File: config.mk
export PLATFORM = sky130hd
export DESIGN_NAME = aes_round_cell
export DESIGN_NICKNAME = d
export VERILOG_FILES = /design/src/hdl/aes_pkg.sv /design/src/hdl/aes_round_cell.sv
export SDC_FILE = /design/constraint.sdc
export NUM_CORES = 2
export LEC_CHECK = 0
export BUFFER_PORTS_ARGS = -buffer_cell sky130_fd_sc_hd__buf_2
export CORE_ASPECT_RATIO = 1.75
export CORE_MARGIN = 3
export CORE_UTILIZATION = 60
export DETAILED_ROUTE_END_ITERATION = 8
export PLACE_DENSITY = 0.89
export RECOVER_POWER = 100
export SKIP_CTS_REPAIR_TIMING = 1
export SLEW_MARGIN = 25
export SYNTH_ARGS = -nofsm -noshare
export SYNTH_HDL_FRONTEND = slang
export SYNTH_SLANG_ARGS = --single-unit
File: constraint.sdc
create_clock -name clk -period 10.1 [get_ports clk]
set_clock_uncertainty 0.2 [all_clocks]
set_input_delay 1.515 -clock clk [delete_from_list [all_inputs] [get_ports clk]]
set_output_delay 1.515 -clock clk [all_outputs]
set_load 0.005 [all_outputs]
File: src/hdl/aes_pkg.sv
// ----------------------------------------------------------------------------
// aes_pkg
// shared types, constants and round functions for the aes-128 encrypt pipeline
// ----------------------------------------------------------------------------
package aes_pkg;

  localparam int unsigned BlockW = 128;
  localparam int unsigned HalfW  = 64;
  localparam int unsigned Rounds = 10;

  typedef logic [BlockW-1:0] block_t;

  typedef struct packed {
    logic   vld;
    block_t state;
    block_t key;
  } stage_t;

  localparam logic [7:0] SBOX [256] = '{
    8'h63,8'h7c,8'h77,8'h7b,8'hf2,8'h6b,8'h6f,8'hc5,8'h30,8'h01,8'h67,8'h2b,8'hfe,8'hd7,8'hab,8'h76,
    8'hca,8'h82,8'hc9,8'h7d,8'hfa,8'h59,8'h47,8'hf0,8'had,8'hd4,8'ha2,8'haf,8'h9c,8'ha4,8'h72,8'hc0,
    8'hb7,8'hfd,8'h93,8'h26,8'h36,8'h3f,8'hf7,8'hcc,8'h34,8'ha5,8'he5,8'hf1,8'h71,8'hd8,8'h31,8'h15,
    8'h04,8'hc7,8'h23,8'hc3,8'h18,8'h96,8'h05,8'h9a,8'h07,8'h12,8'h80,8'he2,8'heb,8'h27,8'hb2,8'h75,
    8'h09,8'h83,8'h2c,8'h1a,8'h1b,8'h6e,8'h5a,8'ha0,8'h52,8'h3b,8'hd6,8'hb3,8'h29,8'he3,8'h2f,8'h84,
    8'h53,8'hd1,8'h00,8'hed,8'h20,8'hfc,8'hb1,8'h5b,8'h6a,8'hcb,8'hbe,8'h39,8'h4a,8'h4c,8'h58,8'hcf,
    8'hd0,8'hef,8'haa,8'hfb,8'h43,8'h4d,8'h33,8'h85,8'h45,8'hf9,8'h02,8'h7f,8'h50,8'h3c,8'h9f,8'ha8,
    8'h51,8'ha3,8'h40,8'h8f,8'h92,8'h9d,8'h38,8'hf5,8'hbc,8'hb6,8'hda,8'h21,8'h10,8'hff,8'hf3,8'hd2,
    8'hcd,8'h0c,8'h13,8'hec,8'h5f,8'h97,8'h44,8'h17,8'hc4,8'ha7,8'h7e,8'h3d,8'h64,8'h5d,8'h19,8'h73,
    8'h60,8'h81,8'h4f,8'hdc,8'h22,8'h2a,8'h90,8'h88,8'h46,8'hee,8'hb8,8'h14,8'hde,8'h5e,8'h0b,8'hdb,
    8'he0,8'h32,8'h3a,8'h0a,8'h49,8'h06,8'h24,8'h5c,8'hc2,8'hd3,8'hac,8'h62,8'h91,8'h95,8'he4,8'h79,
    8'he7,8'hc8,8'h37,8'h6d,8'h8d,8'hd5,8'h4e,8'ha9,8'h6c,8'h56,8'hf4,8'hea,8'h65,8'h7a,8'hae,8'h08,
    8'hba,8'h78,8'h25,8'h2e,8'h1c,8'ha6,8'hb4,8'hc6,8'he8,8'hdd,8'h74,8'h1f,8'h4b,8'hbd,8'h8b,8'h8a,
    8'h70,8'h3e,8'hb5,8'h66,8'h48,8'h03,8'hf6,8'h0e,8'h61,8'h35,8'h57,8'hb9,8'h86,8'hc1,8'h1d,8'h9e,
    8'he1,8'hf8,8'h98,8'h11,8'h69,8'hd9,8'h8e,8'h94,8'h9b,8'h1e,8'h87,8'he9,8'hce,8'h55,8'h28,8'hdf,
    8'h8c,8'ha1,8'h89,8'h0d,8'hbf,8'he6,8'h42,8'h68,8'h41,8'h99,8'h2d,8'h0f,8'hb0,8'h54,8'hbb,8'h16
  };

  localparam logic [7:0] RCON [Rounds] = '{
    8'h01,8'h02,8'h04,8'h08,8'h10,8'h20,8'h40,8'h80,8'h1b,8'h36
  };

  // byte n of the block, byte 0 in the top bits
  function automatic logic [7:0] get_byte(input block_t b, input int unsigned n);
    return b[BlockW-1-8*n -: 8];
  endfunction

  function automatic logic [7:0] xtime(input logic [7:0] v);
    return {v[6:0], 1'b0} ^ (v[7] ? 8'h1b : 8'h00);
  endfunction

  function automatic block_t next_key(input block_t k, input logic [7:0] rc);
    logic [31:0] t;
    logic [31:0] w;
    block_t      r;
    t = {SBOX[get_byte(k, 13)] ^ rc, SBOX[get_byte(k, 14)],
         SBOX[get_byte(k, 15)], SBOX[get_byte(k, 12)]};
    for (int i = 0; i < 4; i++) begin
      w = k[BlockW-1-32*i -: 32] ^ t;
      r[BlockW-1-32*i -: 32] = w;
      t = w;
    end
    return r;
  endfunction

  function automatic block_t sub_shift(input block_t s);
    block_t r;
    for (int c = 0; c < 4; c++) begin
      for (int rr = 0; rr < 4; rr++) begin
        r[BlockW-1-8*(c*4+rr) -: 8] = SBOX[get_byte(s, ((c + rr) % 4) * 4 + rr)];
      end
    end
    return r;
  endfunction

  function automatic block_t mix_columns(input block_t s);
    logic [7:0] a0, a1, a2, a3, al;
    block_t     r;
    for (int c = 0; c < 4; c++) begin
      a0 = get_byte(s, c*4);
      a1 = get_byte(s, c*4+1);
      a2 = get_byte(s, c*4+2);
      a3 = get_byte(s, c*4+3);
      al = a0 ^ a1 ^ a2 ^ a3;
      r[BlockW-1-32*c -: 32] = {a0 ^ al ^ xtime(a0 ^ a1), a1 ^ al ^ xtime(a1 ^ a2),
                                a2 ^ al ^ xtime(a2 ^ a3), a3 ^ al ^ xtime(a3 ^ a0)};
    end
    return r;
  endfunction

endpackage

File: src/hdl/aes_round_cell.sv
// ----------------------------------------------------------------------------
// aes_round_cell
// one round of the cipher and its round key, registered, handing on to the next cell
// ----------------------------------------------------------------------------
module aes_round_cell #(
  parameter logic [7:0] RC   = 8'h01,
  parameter bit         LAST = 1'b0
) (
  input  logic            clk,
  input  logic            rst,
  input  logic            en,
  input  aes_pkg::stage_t prev,
  output aes_pkg::stage_t cur
);
  aes_pkg::block_t ss, kn;

  always_comb begin
    ss = aes_pkg::sub_shift(prev.state);
    if (!LAST) begin
      ss = aes_pkg::mix_columns(ss);
    end
    kn = aes_pkg::next_key(prev.key, RC);
  end

  always_ff @(posedge clk) begin
    if (rst) begin
      cur.vld <= 1'b0;
    end else if (en) begin
      cur.vld <= prev.vld;
    end
    if (en) begin
      cur.state <= ss ^ kn;
      cur.key   <= kn;
    end
  end
endmodule
==> results of run 1 <==
Yosys cell counts (97+ instances only):
library cell / instances
a211oi_1: 258
a21oi_1: 1011
a311oi_1: 173
a31oi_1: 321
buf_1: 105
buf_2: 442
clkbuf_1: 719
edfxtp_1: 256
ha_1: 290
inv_1: 199
mux2i_1: 97
mux4_2: 190
nand2_1: 951
nand2b_1: 401
nand3_1: 367
nor2_1: 863
nor2b_1: 325
nor3_1: 418
o211ai_1: 245
o21ai_0: 1112
o311ai_0: 210
o31ai_1: 119
or2_2: 97
xnor2_1: 492
xor2_1: 195
layer usage:
layer	GRT overflow	global-route usage, %
met1	0	64.59
met3	0	46.25
met4	32	65.70
met2	24	87.44
met5	0	8.542
cells by family after synthesis:
group	synth area share, %
AOI/OAI and AO/OA	37.69
xor gates and xnor gates	8.868
adders and majority gates	4.503
buffers and inverters	8.715
DFF	9.538
muxes	7.225
and+or+nand+nor	23.46
through the flow:
stage | hold slack, ns | utilization, % | instance area [µm²] | std cells
floorplan | 0.2850 | - | 80800 | 11690
global placement | 0.2762 | 60.56 | 80740 | 12790
detailed placement | 0.3016 | 60.61 | 80800 | 12790
CTS | 0.3180 | 61.39 | 81840 | 12850
==> flow_summary_export.csv, run 1 <==
group,metric,value,unit
cts,clkSinkCount,257,
global_routing,track_usage,65.69,%
global_routing,grt_max_degree,120,
yosys,synth-edff-count,256,
cts,cts_made_buffers,31,
yosys,ys.flop_type,"edfxtp_1",
global_routing,grt_pass1_vias,103400,
status,stop_stage,"5_1_grt",
yosys,ys_warn_count,0,
cts,clock_path_buffers,3,
cts,htreeDepth,1,
yosys,synthArstFlopShare,0,%
floorplan,die_h,491.5,µm
status,tool.error,"[ERROR GRT-0116] Global routing finished with congestion. Check the congestion regions in the DRC Viewer.",
yosys,syn_nets,12240,
place,port_buffers,516,
floorplan,die_w,283.4,µm
floorplan,rows,177,
yosys,ys_types,121,
place,dp_hpwl,317300,µm
place,finalWeightedCongestion,1.260,
global_routing,grt_pass1_wl,697000,µm
yosys,synth_top_area_share,9.514,%
floorplan,start_util,60.61,%
cts,cts-root-buf,"clkbuf_16",
place,preCtsSetupSlack,2.830,ns
yosys,synth_area,80800,µm²
yosys,ys_ff_latch,257,
yosys,synth.area.top_cells,"edfxtp_1, o21ai_0, a21oi_1, xnor2_1, mux4_2",
status,status,"aborted with a tool error",
yosys,yosys.area.top_type,"edfxtp_1",
floorplan,io-pin-count,517,
global_routing,gr-total-overflow,56,
yosys,yosysSeqAreaShare,9.538,%
yosys,postSynthCellCount,11690,
yosys,syn_avg_cell_area,6.912,µm²
==> run 2, diff against run 1 <==
Settings changed: CORE_ASPECT_RATIO 1.75 to not set, CORE_UTILIZATION 60 to 40, PLACE_DENSITY 0.89 to not set, PLACE_DENSITY_LB_ADDON set to 0.15.
==> flow_summary_export.csv, run 2 <==
group,metric,value,unit
yosys,syn_nets,12240,
sta,tightest_slew,4.152,ns
detailed_routing,wl_per_cell,33.33,µm
critical_path,cp-end-kind,"flop",
floorplan,die_h,455.5,µm
critical_path,crit_required,10.27,ns
global_routing,grt_pass1_wl,657400,µm
yosys,yosys-mux-area-fraction,7.225,%
yosys,yosys.area.top_type,"edfxtp_1",
finish,area_growth,2.536,%
yosys,synth-simple-area-share,23.46,%
floorplan,start_util,40.35,%
floorplan,io-pin-count,517,
finish,layout_common_cells,"o21ai_0, a21oi_1, nand2_1, nor2_1, xnor2_1",
yosys,ys_ff_latch,257,
sta,rsz0062_at_grt,"false",
pwr,leakage,28.65,nW
sta,setup-tns-final,0,ns
place,finalWeightedCongestion,1.039,
min_path,min_path_type,"flop to flop",
yosys,synth_xor_area_share,8.868,%
global_routing,grt_antenna_before_repair,43,
cts,cts-root-buf,"clkbuf_16",
floorplan,die-area,207400,µm²
detailed_routing,ant_nets,0,
yosys,synth-edff-count,256,
critical_path,reg2reg_to,"cur[256]",
global_routing,busiest_layer,"met2",
sta,finalHoldViolCount,0,
yosys,yosys-top-cells-count,"o21ai_0, a21oi_1, nand2_1",
detailed_routing,avgViaCountPerCell,7.337,
yosys,synth_top_family_by_area,"compound AO/OA/AOI/OAI gates",
yosys,synth.area.top_cells,"edfxtp_1, o21ai_0, a21oi_1, xnor2_1, mux4_2",
yosys,ys_warn_count,0,
detailed_routing,drc,4,
critical_path,critPathLaunchType,"primary input",
status,status,"finished, violations left",
global_routing,use_met3,7.986,%
finish,top_register,"cur",
sta,fin_crit_sh,84.06,%
detailed_routing,drt_wl_total,459100,µm
finish,top_regs,"cur (257)",
yosys,synth_area,80800,µm²
cts,clock_path_buffers,3,
global_routing,gr-total-overflow,0,
cts,cts_tree,"done",
yosys,synth_compound_gate_area_share,37.69,%
critical_path,path_max_fanout,32,
status,violations,"design-rule violations, max-capacitance violations, max-slew violations",
cts,worstSkewPairLatency,0.63,ns
finish,layout_commonest_cell,"o21ai_0",
critical_path,reg2reg_slack,9.23,ns
critical_path,rr_worst_depth,2,
global_routing,use_met1,53.61,%
sta,period_minus_slack,8.490,ns
detailed_routing,drt-initial-drc-count,21870,
place,port_buffers,516,
cts,clkSinkCount,257,
finish,largest_reg_flops,257,
global_routing,grt_max_degree,141,
critical_path,r2r_start,"cur[256]",
sta,max_clock_freq,0.1178,GHz
sta,slew_viol_final,454,
yosys,syn_avg_cell_area,6.912,µm²
detailed_routing,vias,101100,
flow_run,drv_cap,15,
floorplan,die_w,455.5,µm
global_routing,grtUsageMet2,61.88,%
sta,slew_headroom,-176.8,%
global_routing,track_usage,41.26,%
yosys,yosysMostFrequentCell,"o21ai_0",
finish,fin_util,41.37,%
yosys,synth_top_area_share,9.514,%
yosys,postSynthCellCount,11690,
cts,cts_made_buffers,30,
sta,setup_viol,0,
global_routing,grt_pass1_vias,90320,
pwr,p_per_area,127.3,nW/µm²
critical_path,endpoint,"cur[169]",
place,dp_hpwl,331200,µm
pwr,ir_worst_vdd,0.0001607,V
yosys,synth-adder-area-share,4.503,%
yosys,ys_types,121,
cts,clkTransAtPathRegs,0.07,ns
critical_path,critPathArrivalTime,8.66,ns
cts,htreeDepth,1,
floorplan,core_region_area,200300,µm²
critical_path,worstSetupPathType,"primary input to flop",
yosys,ys.flop_type,"edfxtp_1",
yosys,synthArstFlopShare,0,%
finish,drive_above_1_share,9.442,%
yosys,yosysSeqAreaShare,9.538,%
finish,final_nets,11630,
floorplan,rows,164,
critical_path,cp-startpoint,"prev[1]",
detailed_routing,first_pass_iters,9,
## run 2: cell counts after synthesis
Identical to the previous run, type by type.
## run 2: how the worst min path moves through the flow
stage,endpoint,slack (ns),cells past startpoint,startpoint
finish,cur[256],0.32,2,cur[256]
detailed placement,cur[256],0.31,2,cur[256]
floorplan,cur[256],0.28,2,cur[256]
global placement,cur[256],0.27,2,cur[256]
CTS,cur[256],0.32,2,cur[256]
global route,cur[256],0.35,2,cur[256]
## run 2: layout make-up
type | count | area [µm²]
Fill cell | 21420 | 117400
Multi-Input combinational cell | 9827 | 65990
Sequential cell | 257 | 7707
Timing Repair Buffer | 722 | 3892
Tap cell | 2656 | 3323
Inverter | 239 | 897.1
Clock buffer | 32 | 758.2
Clock inverter | 22 | 232.7
Antenna cell | 19 | 47.55
## run 2: where the power goes
part	total, mW	switching (mW)	internal (mW)
Sequential	2.10	0.298	1.80
Clock	1.15	0.529	0.626
Combinational	7.29	4.90	2.39
## run 2: worst max-delay path, stage by stage
cell,delay [ns]
buf_2,0.07
clkbuf_1,1.27
inv_1,0.54
ha_1,0.96
nand2_1,0.33
nand3_1,0.17
o31ai_1,0.08
mux4_2,0.48
and3_1,0.21
a311oi_2,0.41
xnor2_1,0.22
xnor2_1,1.58
xor2_1,0.50
xnor2_1,0.28
## run 2: kinds of logic (layout without fill, tap and decap cells)
group                    count (synthesis)  in the layout
AO/OA/AOI/OAI                         4572           4572
XOR/XNOR                               749            749
adder cells (fa/ha/maj)                291            291
buffers and inverters                 1607           1015
flip-flops                             257            257
multiplexers                           338            338
other                                    0             19
AND/OR/NAND/NOR                       3877           3877
## run 2: per-layer routing
metal,vias to the layer above,routed length [µm]
met5,-,125
li1,42840,-
met1,47830,169600
met4,22,39900
met2,8706,194200
met3,1673,55300
## run 2: through the flow
stage	setup slack (ns)	cells	hold slack (ns)	instance area, µm²	total power [mW]
finish	1.610	13770	0.3189	82850	10.54
global placement	2.114	13700	0.2711	82270	9.271
global route	1.574	13770	0.3504	82840	10.86
detailed placement	2.579	13700	0.3079	82410	9.236
floorplan	4.675	11690	0.2850	80800	6.128
CTS	3.193	13750	0.3221	83400	10.42
Power figures use the tool's default switching activity.
